==> config.mk <==
export PLATFORM = sky130hd
export DESIGN_NAME = websocket_frame_receiver
export DESIGN_NICKNAME = d
export VERILOG_FILES = /design/src/sv/wfr_pkg.sv /design/src/sv/wfr_parser.sv /design/src/sv/wfr_queue.sv /design/src/sv/wfr_emitter.sv /design/src/sv/websocket_frame_receiver.sv
export SDC_FILE = /design/constraint.sdc
export NUM_CORES = 1
export LEC_CHECK = 0
export ABC_AREA = 1
export BUFFER_PORTS_ARGS = -buffer_cell sky130_fd_sc_hd__buf_2
export CAP_MARGIN = 20
export CORE_MARGIN = 4
export CORE_UTILIZATION = 40
export CTS_BUF_LIST = sky130_fd_sc_hd__clkbuf_16
export DETAILED_ROUTE_END_ITERATION = 10
export GPL_TIMING_DRIVEN = 0
export PLACE_DENSITY = 0.55
export SYNTH_ARGS = -nofsm -noshare
export SYNTH_HDL_FRONTEND = slang
export SYNTH_SLANG_ARGS = --single-unit
==> constraint.sdc <==
create_clock -name clk -period 4.55 [get_ports clk]
set_input_delay 0.6825 -clock clk [delete_from_list [all_inputs] [get_ports clk]]
set_output_delay 0.6825 -clock clk [all_outputs]
set_load 0.005 [all_outputs]
==> src/sv/wfr_pkg.sv <==
// Shared types and constants for the WebSocket frame receiver.
// No dependencies; imported by the parser, queue, emitter and top level.
package wfr_pkg;

  // Default width of the payload byte counter
  localparam int unsigned PAYLOAD_COUNT_BITS_DEF = 26;
  // Width and reset value of the maximum-length register
  localparam int unsigned MAX_LEN_BITS = 26;
  localparam logic [MAX_LEN_BITS-1:0] MAX_LEN_RESET = 26'h2000000;

  // Opcodes 3..7 and 11..15 are reserved
  localparam logic [15:0] RESERVED_OPS = 16'hF8F8;

  // Header field masks and short-length escapes
  localparam logic [7:0] RSV_MASK  = 8'h70;
  localparam logic [6:0] LEN_EXT16 = 7'd126;
  localparam logic [6:0] LEN_EXT64 = 7'd127;

  // Opcodes that the parser acts on
  localparam logic [3:0] OP_CONT   = 4'h0;
  localparam logic [3:0] OP_TEXT   = 4'h1;
  localparam logic [3:0] OP_BINARY = 4'h2;
  localparam logic [3:0] OP_CLOSE  = 4'h8;
  localparam logic [3:0] OP_PING   = 4'h9;
  localparam logic [3:0] OP_PONG   = 4'hA;

  // Depth of the queue between parser and emitter
  localparam int unsigned QUEUE_DEPTH = 4;

  // Result event codes
  typedef enum logic [3:0] {
    EV_BYTE      = 4'd0,
    EV_EMPTY     = 4'd1,
    EV_PING      = 4'd2,
    EV_PONG      = 4'd3,
    EV_CLOSE     = 4'd4,
    EV_RSV_ERR   = 4'd5,
    EV_OP_ERR    = 4'd6,
    EV_LEN_ERR   = 4'd7,
    EV_CONT_ERR  = 4'd8
  } event_t;

  // Parser phases, one-hot
  typedef enum logic [5:0] {
    PH_HDR0    = 6'b000001,
    PH_HDR1    = 6'b000010,
    PH_EXT     = 6'b000100,
    PH_KEY     = 6'b001000,
    PH_PAYLOAD = 6'b010000,
    PH_STOP    = 6'b100000
  } phase_t;

  // One classified word handed from parser to emitter
  typedef struct packed {
    event_t     ev;
    logic [7:0] raw;       // received byte, zero for non-byte events
    logic [7:0] key;       // mask byte to apply, zero when unmasked
    logic [3:0] opcode;
    logic [1:0] msg_type;
    logic       fin;
    logic       last;
  } entry_t;

endpackage

==> src/sv/wfr_parser.sv <==
// Front end: frame header parser and payload classifier.
// Depends on wfr_pkg; produces at most one entry_t word per accepted byte.
module wfr_parser #(
  parameter int unsigned PAYLOAD_COUNT_BITS = wfr_pkg::PAYLOAD_COUNT_BITS_DEF
) (
  input  logic                             clk,
  input  logic                             rst,
  input  logic                             cfg_write,
  input  logic [wfr_pkg::MAX_LEN_BITS-1:0] cfg_data,
  input  logic                             take,
  input  logic [7:0]                       rx_byte,
  output logic                             push,
  output wfr_pkg::entry_t                  push_word
);
  import wfr_pkg::*;

  localparam int unsigned PCB = PAYLOAD_COUNT_BITS;
  localparam int unsigned CW  = (PCB > MAX_LEN_BITS) ? PCB : MAX_LEN_BITS;

  logic [MAX_LEN_BITS-1:0] max_len;
  phase_t                  phase, phase_next;
  logic                    fin_bit, fin_bit_next;
  logic [3:0]              cur_opcode, cur_opcode_next;
  logic                    masked, masked_next;
  logic                    wide_len, wide_len_next;
  logic [3:0]              ext_left, ext_left_next;
  logic [PCB-1:0]          accum, accum_next;
  logic                    accum_high, accum_high_next;
  logic [31:0]             mask_key, mask_key_next;
  logic [PCB-1:0]          payload_left, payload_left_next;
  logic [1:0]              mask_index, mask_index_next;
  logic                    in_frag, in_frag_next;
  logic [1:0]              frag_type, frag_type_next;

  logic                    emit;
  entry_t                  word;
  logic                    len_done, hdr_done, len_err;
  logic [6:0]              len7;
  logic [1:0]              key_idx;
  logic [CW-1:0]           accum_cmp, max_cmp;

  assign len7    = rx_byte[6:0];
  assign key_idx = 2'(4'd4 - ext_left);

  // Next-state and result classification for one byte
  always_comb begin
    phase_next        = phase;
    fin_bit_next      = fin_bit;
    cur_opcode_next   = cur_opcode;
    masked_next       = masked;
    wide_len_next     = wide_len;
    ext_left_next     = ext_left;
    accum_next        = accum;
    accum_high_next   = accum_high;
    mask_key_next     = mask_key;
    payload_left_next = payload_left;
    mask_index_next   = mask_index;
    in_frag_next      = in_frag;
    frag_type_next    = frag_type;
    emit              = 1'b0;
    word              = '0;
    len_done          = 1'b0;
    hdr_done          = 1'b0;
    len_err           = 1'b0;
    accum_cmp         = '0;
    max_cmp           = CW'(max_len);

    unique case (phase)
      PH_HDR0: begin
        fin_bit_next    = rx_byte[7];
        cur_opcode_next = rx_byte[3:0];
        if ((rx_byte & RSV_MASK) != 8'h00) begin
          phase_next = PH_STOP;
          emit       = 1'b1;
          word.ev    = EV_RSV_ERR;
        end else if (RESERVED_OPS[rx_byte[3:0]]) begin
          phase_next = PH_STOP;
          emit       = 1'b1;
          word.ev    = EV_OP_ERR;
        end else begin
          phase_next = PH_HDR1;
        end
      end
      PH_HDR1: begin
        masked_next     = rx_byte[7];
        accum_next      = '0;
        accum_high_next = 1'b0;
        mask_key_next   = '0;
        mask_index_next = '0;
        if (len7 == LEN_EXT16 || len7 == LEN_EXT64) begin
          wide_len_next = (len7 == LEN_EXT64);
          ext_left_next = (len7 == LEN_EXT64) ? 4'd8 : 4'd2;
          phase_next    = PH_EXT;
        end else begin
          wide_len_next     = 1'b0;
          payload_left_next = PCB'(len7);
          len_done          = 1'b1;
        end
      end
      PH_EXT: begin
        // Bytes pushed out of the counter width mark an oversize length
        accum_high_next = accum_high | (accum[PCB-1 -: 8] != 8'h00);
        accum_next      = {accum[PCB-9:0], rx_byte};
        ext_left_next   = ext_left - 4'd1;
        accum_cmp       = CW'(accum_next);
        if (ext_left_next == 4'd0) begin
          len_err = accum_high_next || (wide_len && accum_cmp > max_cmp);
          if (len_err) begin
            phase_next = PH_STOP;
            emit       = 1'b1;
            word.ev    = EV_LEN_ERR;
          end else begin
            payload_left_next = accum_next;
            len_done          = 1'b1;
          end
        end
      end
      PH_KEY: begin
        mask_key_next[{key_idx, 3'b000} +: 8] = rx_byte;
        ext_left_next = ext_left - 4'd1;
        hdr_done      = (ext_left_next == 4'd0);
      end
      PH_PAYLOAD: begin
        mask_index_next = mask_index + 2'd1;
        if (payload_left != '0) begin
          payload_left_next = payload_left - PCB'(1);
        end
        if (payload_left_next == '0) begin
          phase_next = PH_HDR0;
        end
        // Control frame payload is swallowed
        if (!cur_opcode[3]) begin
          emit      = 1'b1;
          word.ev   = EV_BYTE;
          word.raw  = rx_byte;
          word.key  = masked ? mask_key[{mask_index, 3'b000} +: 8] : 8'h00;
          word.last = (payload_left_next == '0);
        end
      end
      PH_STOP: begin
      end
      default: begin
        phase_next = PH_STOP;
      end
    endcase

    // Length complete: masking key next, or header complete
    if (len_done) begin
      if (masked_next) begin
        ext_left_next = 4'd4;
        phase_next    = PH_KEY;
      end else begin
        hdr_done = 1'b1;
      end
    end

    // Header complete: fragment tracking and frame-level events
    if (hdr_done) begin
      if (cur_opcode == OP_CONT && !in_frag) begin
        phase_next = PH_STOP;
        emit       = 1'b1;
        word.ev    = EV_CONT_ERR;
      end else begin
        if (cur_opcode == OP_TEXT || cur_opcode == OP_BINARY) begin
          in_frag_next = !fin_bit;
          if (!fin_bit) begin
            frag_type_next = cur_opcode[1:0];
          end
        end else if (cur_opcode == OP_CONT && fin_bit) begin
          in_frag_next = 1'b0;
        end
        if (cur_opcode == OP_CLOSE) begin
          phase_next = PH_STOP;
          emit       = 1'b1;
          word.ev    = EV_CLOSE;
        end else if (cur_opcode == OP_PING || cur_opcode == OP_PONG) begin
          phase_next = (payload_left_next != '0) ? PH_PAYLOAD : PH_HDR0;
          emit       = 1'b1;
          word.ev    = (cur_opcode == OP_PING) ? EV_PING : EV_PONG;
        end else if (payload_left_next == '0) begin
          phase_next = PH_HDR0;
          emit       = 1'b1;
          word.ev    = EV_EMPTY;
        end else begin
          phase_next = PH_PAYLOAD;
        end
      end
    end

    // Frame-level fields common to every result
    word.opcode   = cur_opcode_next;
    word.fin      = fin_bit_next;
    word.msg_type = 2'b00;
    if (word.ev == EV_BYTE || word.ev == EV_EMPTY) begin
      word.msg_type = (cur_opcode_next == OP_CONT) ? frag_type_next
                                                   : cur_opcode_next[1:0];
    end
  end

  assign push      = take && emit;
  assign push_word = word;

  // Parser control state
  always_ff @(posedge clk) begin
    if (rst) begin
      phase      <= PH_HDR0;
      fin_bit    <= 1'b0;
      cur_opcode <= '0;
      masked     <= 1'b0;
      wide_len   <= 1'b0;
      ext_left   <= '0;
      accum      <= '0;
      accum_high <= 1'b0;
      mask_key   <= '0;
      payload_left <= '0;
      mask_index <= '0;
      in_frag    <= 1'b0;
      frag_type  <= '0;
    end else if (take) begin
      phase      <= phase_next;
      fin_bit    <= fin_bit_next;
      cur_opcode <= cur_opcode_next;
      masked     <= masked_next;
      wide_len   <= wide_len_next;
      ext_left   <= ext_left_next;
      accum      <= accum_next;
      accum_high <= accum_high_next;
      mask_key   <= mask_key_next;
      payload_left <= payload_left_next;
      mask_index <= mask_index_next;
      in_frag    <= in_frag_next;
      frag_type  <= frag_type_next;
    end
  end

  // Length limit register
  always_ff @(posedge clk) begin
    if (rst) begin
      max_len <= MAX_LEN_RESET;
    end else if (cfg_write) begin
      max_len <= cfg_data;
    end
  end

`ifndef ASSERT_OFF
  // Once stopped, only reset restarts parsing
  a_stop_sticky: assert property (@(posedge clk) disable iff (rst)
    phase == PH_STOP |=> phase == PH_STOP)
    else $error("parser left the stopped phase");

  // Key bytes are only collected for masked frames
  a_key_masked: assert property (@(posedge clk) disable iff (rst)
    phase == PH_KEY |-> masked)
    else $error("key phase on an unmasked frame");

  // Payload phase always has bytes outstanding
  a_payload_count: assert property (@(posedge clk) disable iff (rst)
    phase == PH_PAYLOAD |-> payload_left != '0)
    else $error("payload phase with nothing left");
`endif

endmodule

==> src/sv/wfr_queue.sv <==
// Short word queue decoupling the parser from the emitter.
// Depends on wfr_pkg for entry_t and QUEUE_DEPTH.
module wfr_queue (
  input  logic            clk,
  input  logic            rst,
  input  logic            push,
  input  wfr_pkg::entry_t push_word,
  output logic            full,
  input  logic            pop,
  output logic            not_empty,
  output wfr_pkg::entry_t head
);
  import wfr_pkg::*;

  localparam int unsigned PW = $clog2(QUEUE_DEPTH);

  entry_t          mem [QUEUE_DEPTH];
  logic [PW-1:0]   wr_ptr, rd_ptr;
  logic [PW:0]     count;

  assign full      = (count == (PW+1)'(QUEUE_DEPTH));
  assign not_empty = (count != '0);
  assign head      = mem[rd_ptr];

  // Storage
  always_ff @(posedge clk) begin
    if (push) begin
      mem[wr_ptr] <= push_word;
    end
  end

  // Pointers and fill count
  always_ff @(posedge clk) begin
    if (rst) begin
      wr_ptr <= '0;
      rd_ptr <= '0;
      count  <= '0;
    end else begin
      if (push) begin
        wr_ptr <= wr_ptr + PW'(1);
      end
      if (pop) begin
        rd_ptr <= rd_ptr + PW'(1);
      end
      unique case ({push, pop})
        2'b10:   count <= count + (PW+1)'(1);
        2'b01:   count <= count - (PW+1)'(1);
        default: count <= count;
      endcase
    end
  end

endmodule

==> src/sv/wfr_emitter.sv <==
// Back end: unmasks payload bytes and holds the result word for the sink.
// Depends on wfr_pkg for entry_t.
module wfr_emitter (
  input  logic            clk,
  input  logic            rst,
  input  logic            q_not_empty,
  input  wfr_pkg::entry_t q_head,
  output logic            q_pop,
  output logic            out_valid,
  input  logic            out_ready,
  output logic [3:0]      event_res,
  output logic [7:0]      data,
  output logic [3:0]      frame_opcode,
  output logic [1:0]      message_type,
  output logic            final_fragment,
  output logic            last_in_frame
);
  import wfr_pkg::*;

  // Load a new word whenever the output register is free or being taken
  assign q_pop = q_not_empty && (!out_valid || out_ready);

  always_ff @(posedge clk) begin
    if (rst) begin
      out_valid <= 1'b0;
    end else if (q_pop) begin
      out_valid <= 1'b1;
    end else if (out_ready) begin
      out_valid <= 1'b0;
    end
  end

  // Result payload
  always_ff @(posedge clk) begin
    if (q_pop) begin
      event_res      <= q_head.ev;
      data           <= q_head.raw ^ q_head.key;
      frame_opcode   <= q_head.opcode;
      message_type   <= q_head.msg_type;
      final_fragment <= q_head.fin;
      last_in_frame  <= q_head.last;
    end
  end

endmodule

==> src/sv/websocket_frame_receiver.sv <==
// Top level of the WebSocket frame receiver: parser, queue, emitter.
// Depends on wfr_pkg, wfr_parser, wfr_queue and wfr_emitter.
//
//  port group        direction  handshake              words
//  rx_byte           in         in_valid / in_ready    one received byte
//  event_res..last   out        out_valid / out_ready  zero or one result per byte
//  cfg_data          in         cfg_write              maximum 26-bit length
//
// One byte is taken per clock while the four-word queue has room; the header
// parser updates only small registers, so it has no busy state and never holds a byte.
// A result passes from its byte through the queue write, then the output register.
// Reset (rst, synchronous) returns the parser to the first header byte.
// A stalled sink fills the queue and then drops in_ready; after an error or
// close, bytes are still taken but give no result until reset.
module websocket_frame_receiver #(
  parameter int unsigned PAYLOAD_COUNT_BITS = wfr_pkg::PAYLOAD_COUNT_BITS_DEF
) (
  input  logic                             clk,
  input  logic                             rst,
  input  logic                             cfg_write,
  input  logic [wfr_pkg::MAX_LEN_BITS-1:0] cfg_data,
  input  logic                             in_valid,
  output logic                             in_ready,
  input  logic [7:0]                       rx_byte,
  output logic                             out_valid,
  input  logic                             out_ready,
  output logic [3:0]                       event_res,
  output logic [7:0]                       data,
  output logic [3:0]                       frame_opcode,
  output logic [1:0]                       message_type,
  output logic                             final_fragment,
  output logic                             last_in_frame
);
  import wfr_pkg::*;

  logic   take;
  logic   push;
  entry_t push_word;
  logic   q_full;
  logic   q_pop;
  logic   q_not_empty;
  entry_t q_head;

  assign in_ready = !q_full;
  assign take     = in_valid && in_ready;

  // Front: header parsing and classification
  wfr_parser #(
    .PAYLOAD_COUNT_BITS(PAYLOAD_COUNT_BITS)
  ) u_parser (
    .clk      (clk),
    .rst      (rst),
    .cfg_write(cfg_write),
    .cfg_data (cfg_data),
    .take     (take),
    .rx_byte  (rx_byte),
    .push     (push),
    .push_word(push_word)
  );

  // Decoupling queue
  wfr_queue u_queue (
    .clk      (clk),
    .rst      (rst),
    .push     (push),
    .push_word(push_word),
    .full     (q_full),
    .pop      (q_pop),
    .not_empty(q_not_empty),
    .head     (q_head)
  );

  // Back: unmasking and output register
  wfr_emitter u_emitter (
    .clk           (clk),
    .rst           (rst),
    .q_not_empty   (q_not_empty),
    .q_head        (q_head),
    .q_pop         (q_pop),
    .out_valid     (out_valid),
    .out_ready     (out_ready),
    .event_res     (event_res),
    .data          (data),
    .frame_opcode  (frame_opcode),
    .message_type  (message_type),
    .final_fragment(final_fragment),
    .last_in_frame (last_in_frame)
  );

endmodule
==> out/summary.txt <==
Internal power: 5.02 mW
1st-pass router iterations: 6
Initial Util: 40.6%
Largest net degree at the start of global routing: 27
Arrival @ worst endpoint: 4.78 ns
Worst reg2reg path startpoint: u_parser.payload_left[0]$_SDFFE_PP0P_
Drt drc: 0
DP Wirelength: 32400 um
Combinational Power Share: 28.9%
Max-slew headroom: 39.7%
Crit start category: flip-flop
Antenna cells: 0
Multi-input gate area: 0.00613 mm^2
Hold Path Class: in2reg
CP required: 5.02 ns
Number of CTS-inserted buffers: 30
Tightest hold margin: 0.362 ns
Commonest non-fill, non-tap cell in the layout: nand2_1
Max FO, Critical Path: 10
Mapped cell area: 0.0140 mm^2
Fmax: 232 MHz
Seq/Total Area, Yosys: 48.6%
Ports: 61
Die Y: 195 um
Mapped Cells: 1755
RSZ-0062 raised after global routing: no
Setup WS pre-CTS: -0.285 ns
Most frequent cells in the layout: nand2_1, inv_1, nor2_1
Via count: 12600
#FFs+latches synth: 275
Vias per cell: 5.43
Max IR drop VDD: 0.000349 V
Tcrit/Tclk final: 94.7%
CTS root buf: clkbuf_16
Number of port buffers: 59
Cts hold-fix bufs: 0
HP Start: cfg_data[0]
Static Leak: 6.45 nW
PwrDens: 483 mW/mm^2
Sequential share of power: 40.5%
Area grow syn2layout: 14.3%
Final hold violation count: 0
Routed wire length: 44900 um
Setup CP Type: reg2reg
FF/Latch Area: 0.00683 mm^2
Final min period: 4.31 ns
Clock transition at the registers of the reported paths: 0.06 ns
Row count: 68
Max_cap viols: 0
Yosys Warn Count: 0
Antenna violations before repair: 0
Iter 0 DRT Violations: 1140
Net Sw Frac: 35.3%
Netlist cell types: 51
Mapped Nets: 1833
Slew Limit Fails: 0
Final setup violation count: 0
Final net count: 1930
Clock Power Share: 30.6%
Critical Path Start: u_parser.payload_left[0]$_SDFFE_PP0P_
Routed len/inst: 19.3 um
Detail Route Antenna Nets: 0
Die Wd: 195 um
GP Congestion: 0.970
Ys async rst share: 0%
CTS sink cnt: 275
EDFF count, synth: 132
Core area: 0.0346 mm^2
Worst Max-Slew Pin Slew: 0.905 ns
Syn Area/Cell: 8.00 um^2
Filler cells: 3444
Number of global-route vias before repair: 11900
Total GRT Usage: 22.8%
Outcome: completed
Main synth FF type: dfxtp_1
H-tree depth: 1
PnR worst setup slack: 0.241 ns
Die area: 0.0382 mm^2
Pwr Total: 7.75 mW
Global route overflow: 0
Net switching power: 2.74 mW
Placed Cells incl. Taps: 2271
Global-route wire length before repair: 69100 um
Layout cell share with drive strength beyond 1: 9.30%
CTS tree: yes
Clock Latency Late Sink: 0.58 ns
Skew final: 0.0249 ns
Fin cells: 2326
Final Util: 46.3%
Crit. End Element: flip-flop
CTS Buffer Depth: 3
Reg2Reg Setup Slack: 0.24 ns
[flip-flops by register name, summed over array words and instances, names as in the netlist, 3 cells and up, named ones only]
name                    flops
u_queue.mem               112
u_parser.mask_key          32
u_parser.accum             26
u_parser.max_cmp           26
u_parser.payload_left      26
u_emitter.data              8
u_parser.phase              6
u_emitter.event_res         4
u_emitter.frame_opcode      4
u_parser.cur_opcode         4
u_parser.ext_left           4
u_queue.count               3
[final timing paths]
kind | depth (start not counted) | end
worst min-delay path | 3 | u_parser.max_cmp[0]$_SDFFE_PP0P_
worst max-delay path | 27 | u_queue.count[2]$_SDFFE_PP0P_
worst max register to register | 27 | u_queue.count[2]$_SDFFE_PP0P_
worst min register to register | 1 | u_queue.count[0]$_SDFFE_PP0P_
[repair_timing]
| action | CTS | global route |
|---|---|---|
| cloned | 2 | 0 |
| hold endpoints to repair | 0 | 0 |
| gates resized for setup | 3 | 18 |
| buffers inserted | 0 | 2 |
| setup endpoints to repair | 56 | 115 |
| pin swaps | 0 | 1 |
[cells in the mapped netlist, types with 8 or more instances]
library cell | instances | area share (%)
a22oi_1 | 9 | 0.48
o21ai_0 | 161 | 5.7
inv_1 | 209 | 5.6
nand3_1 | 78 | 2.8
buf_2 | 17 | 0.61
nor2_2 | 8 | 0.36
edfxtp_1 | 132 | 28
a21oi_1 | 153 | 5.5
xor2_1 | 22 | 1.4
inv_2 | 11 | 0.29
clkbuf_1 | 62 | 1.7
ha_1 | 38 | 3.4
o211ai_1 | 25 | 1.3
nand2_1 | 321 | 8.6
dfxtp_1 | 143 | 20
nand4_1 | 39 | 1.7
o22ai_1 | 34 | 1.5
nor3_1 | 10 | 0.36
a211oi_1 | 25 | 1.3
nor2_1 | 200 | 5.3
[worst max-delay path, cell delays in order, from the launching register on]
cell     delay [ns]
dfxtp_1        0.46
inv_1          0.23
ha_1           0.29
nand2_1        0.08
nor2_1         0.06
nand4_4        0.20
buf_2          0.33
nand3_1        0.23
o21ai_0        0.22
inv_1          0.06
nand2_1        0.07
nand2_1        0.11
nand2_1        0.10
nor2_1         0.04
nand2_1        0.10
nor2_4         0.06
nand2_2        0.11
nand2_1        0.08
nand2_2        0.08
nand2_4        0.08
nand2_8        0.14
ha_1           0.16
inv_1          0.07
fa_1           0.37
a21oi_1        0.14
o21ai_0        0.12
o21ai_1        0.14
a21oi_1        0.05
[layer usage]
| metal | track usage [%] | vias to the layer above | wire (um) |
|---|---|---|---|
| met5 | 0 | - | 0 |
| met4 | 7.60 | 0 | 1760 |
| met3 | 2.54 | 100 | 2650 |
| met2 | 38.1 | 433 | 20900 |
| met1 | 31.1 | 5958 | 19600 |
| li1 | - | 6144 | - |
[logic make-up (layout without fill, tap and decap cells)]
kind of cell | count (synthesis) | in the layout | synth area share, %
compound gates | 433 | 433 | 17.3
xor+xnor | 22 | 22 | 1.37
fa+ha+maj | 39 | 39 | 3.53
buf+inv | 307 | 421 | 8.46
flops | 275 | 275 | 48.6
simple gates | 679 | 681 | 20.7
[final cells by class]
type / instances / share of cell area (%)
well taps: 455 / 3.55
multi-input cells: 1175 / 38.2
plain buffers: 85 / 2.26
clock buffers: 30 / 4.68
inverters: 222 / 5.21
flip-flops and latches: 275 / 42.6
clock inverters: 21 / 1.26
repair buffers: 63 / 2.28
[power by group through the flow]
stage | registers (mW) | clock network [mW] | logic, mW
finish | 3.14 | 2.37 | 2.24
CTS | 3.14 | 2.42 | 2.23
global placement | 3.20 | 0 | 2.14
detailed placement | 3.19 | 0 | 2.20
global route | 3.17 | 2.54 | 2.50
floorplan | 3.16 | 0 | 1.41
[per-stage QoR]
stage,setup TNS (ns),area (um^2)
after CTS,0,16000
after detailed placement,-18.94,15000
after global routing,0,16000
after global placement,-112.17,14900
after floorplan,0,14000
final,0,16000
Power figures use the tool's default switching activity.
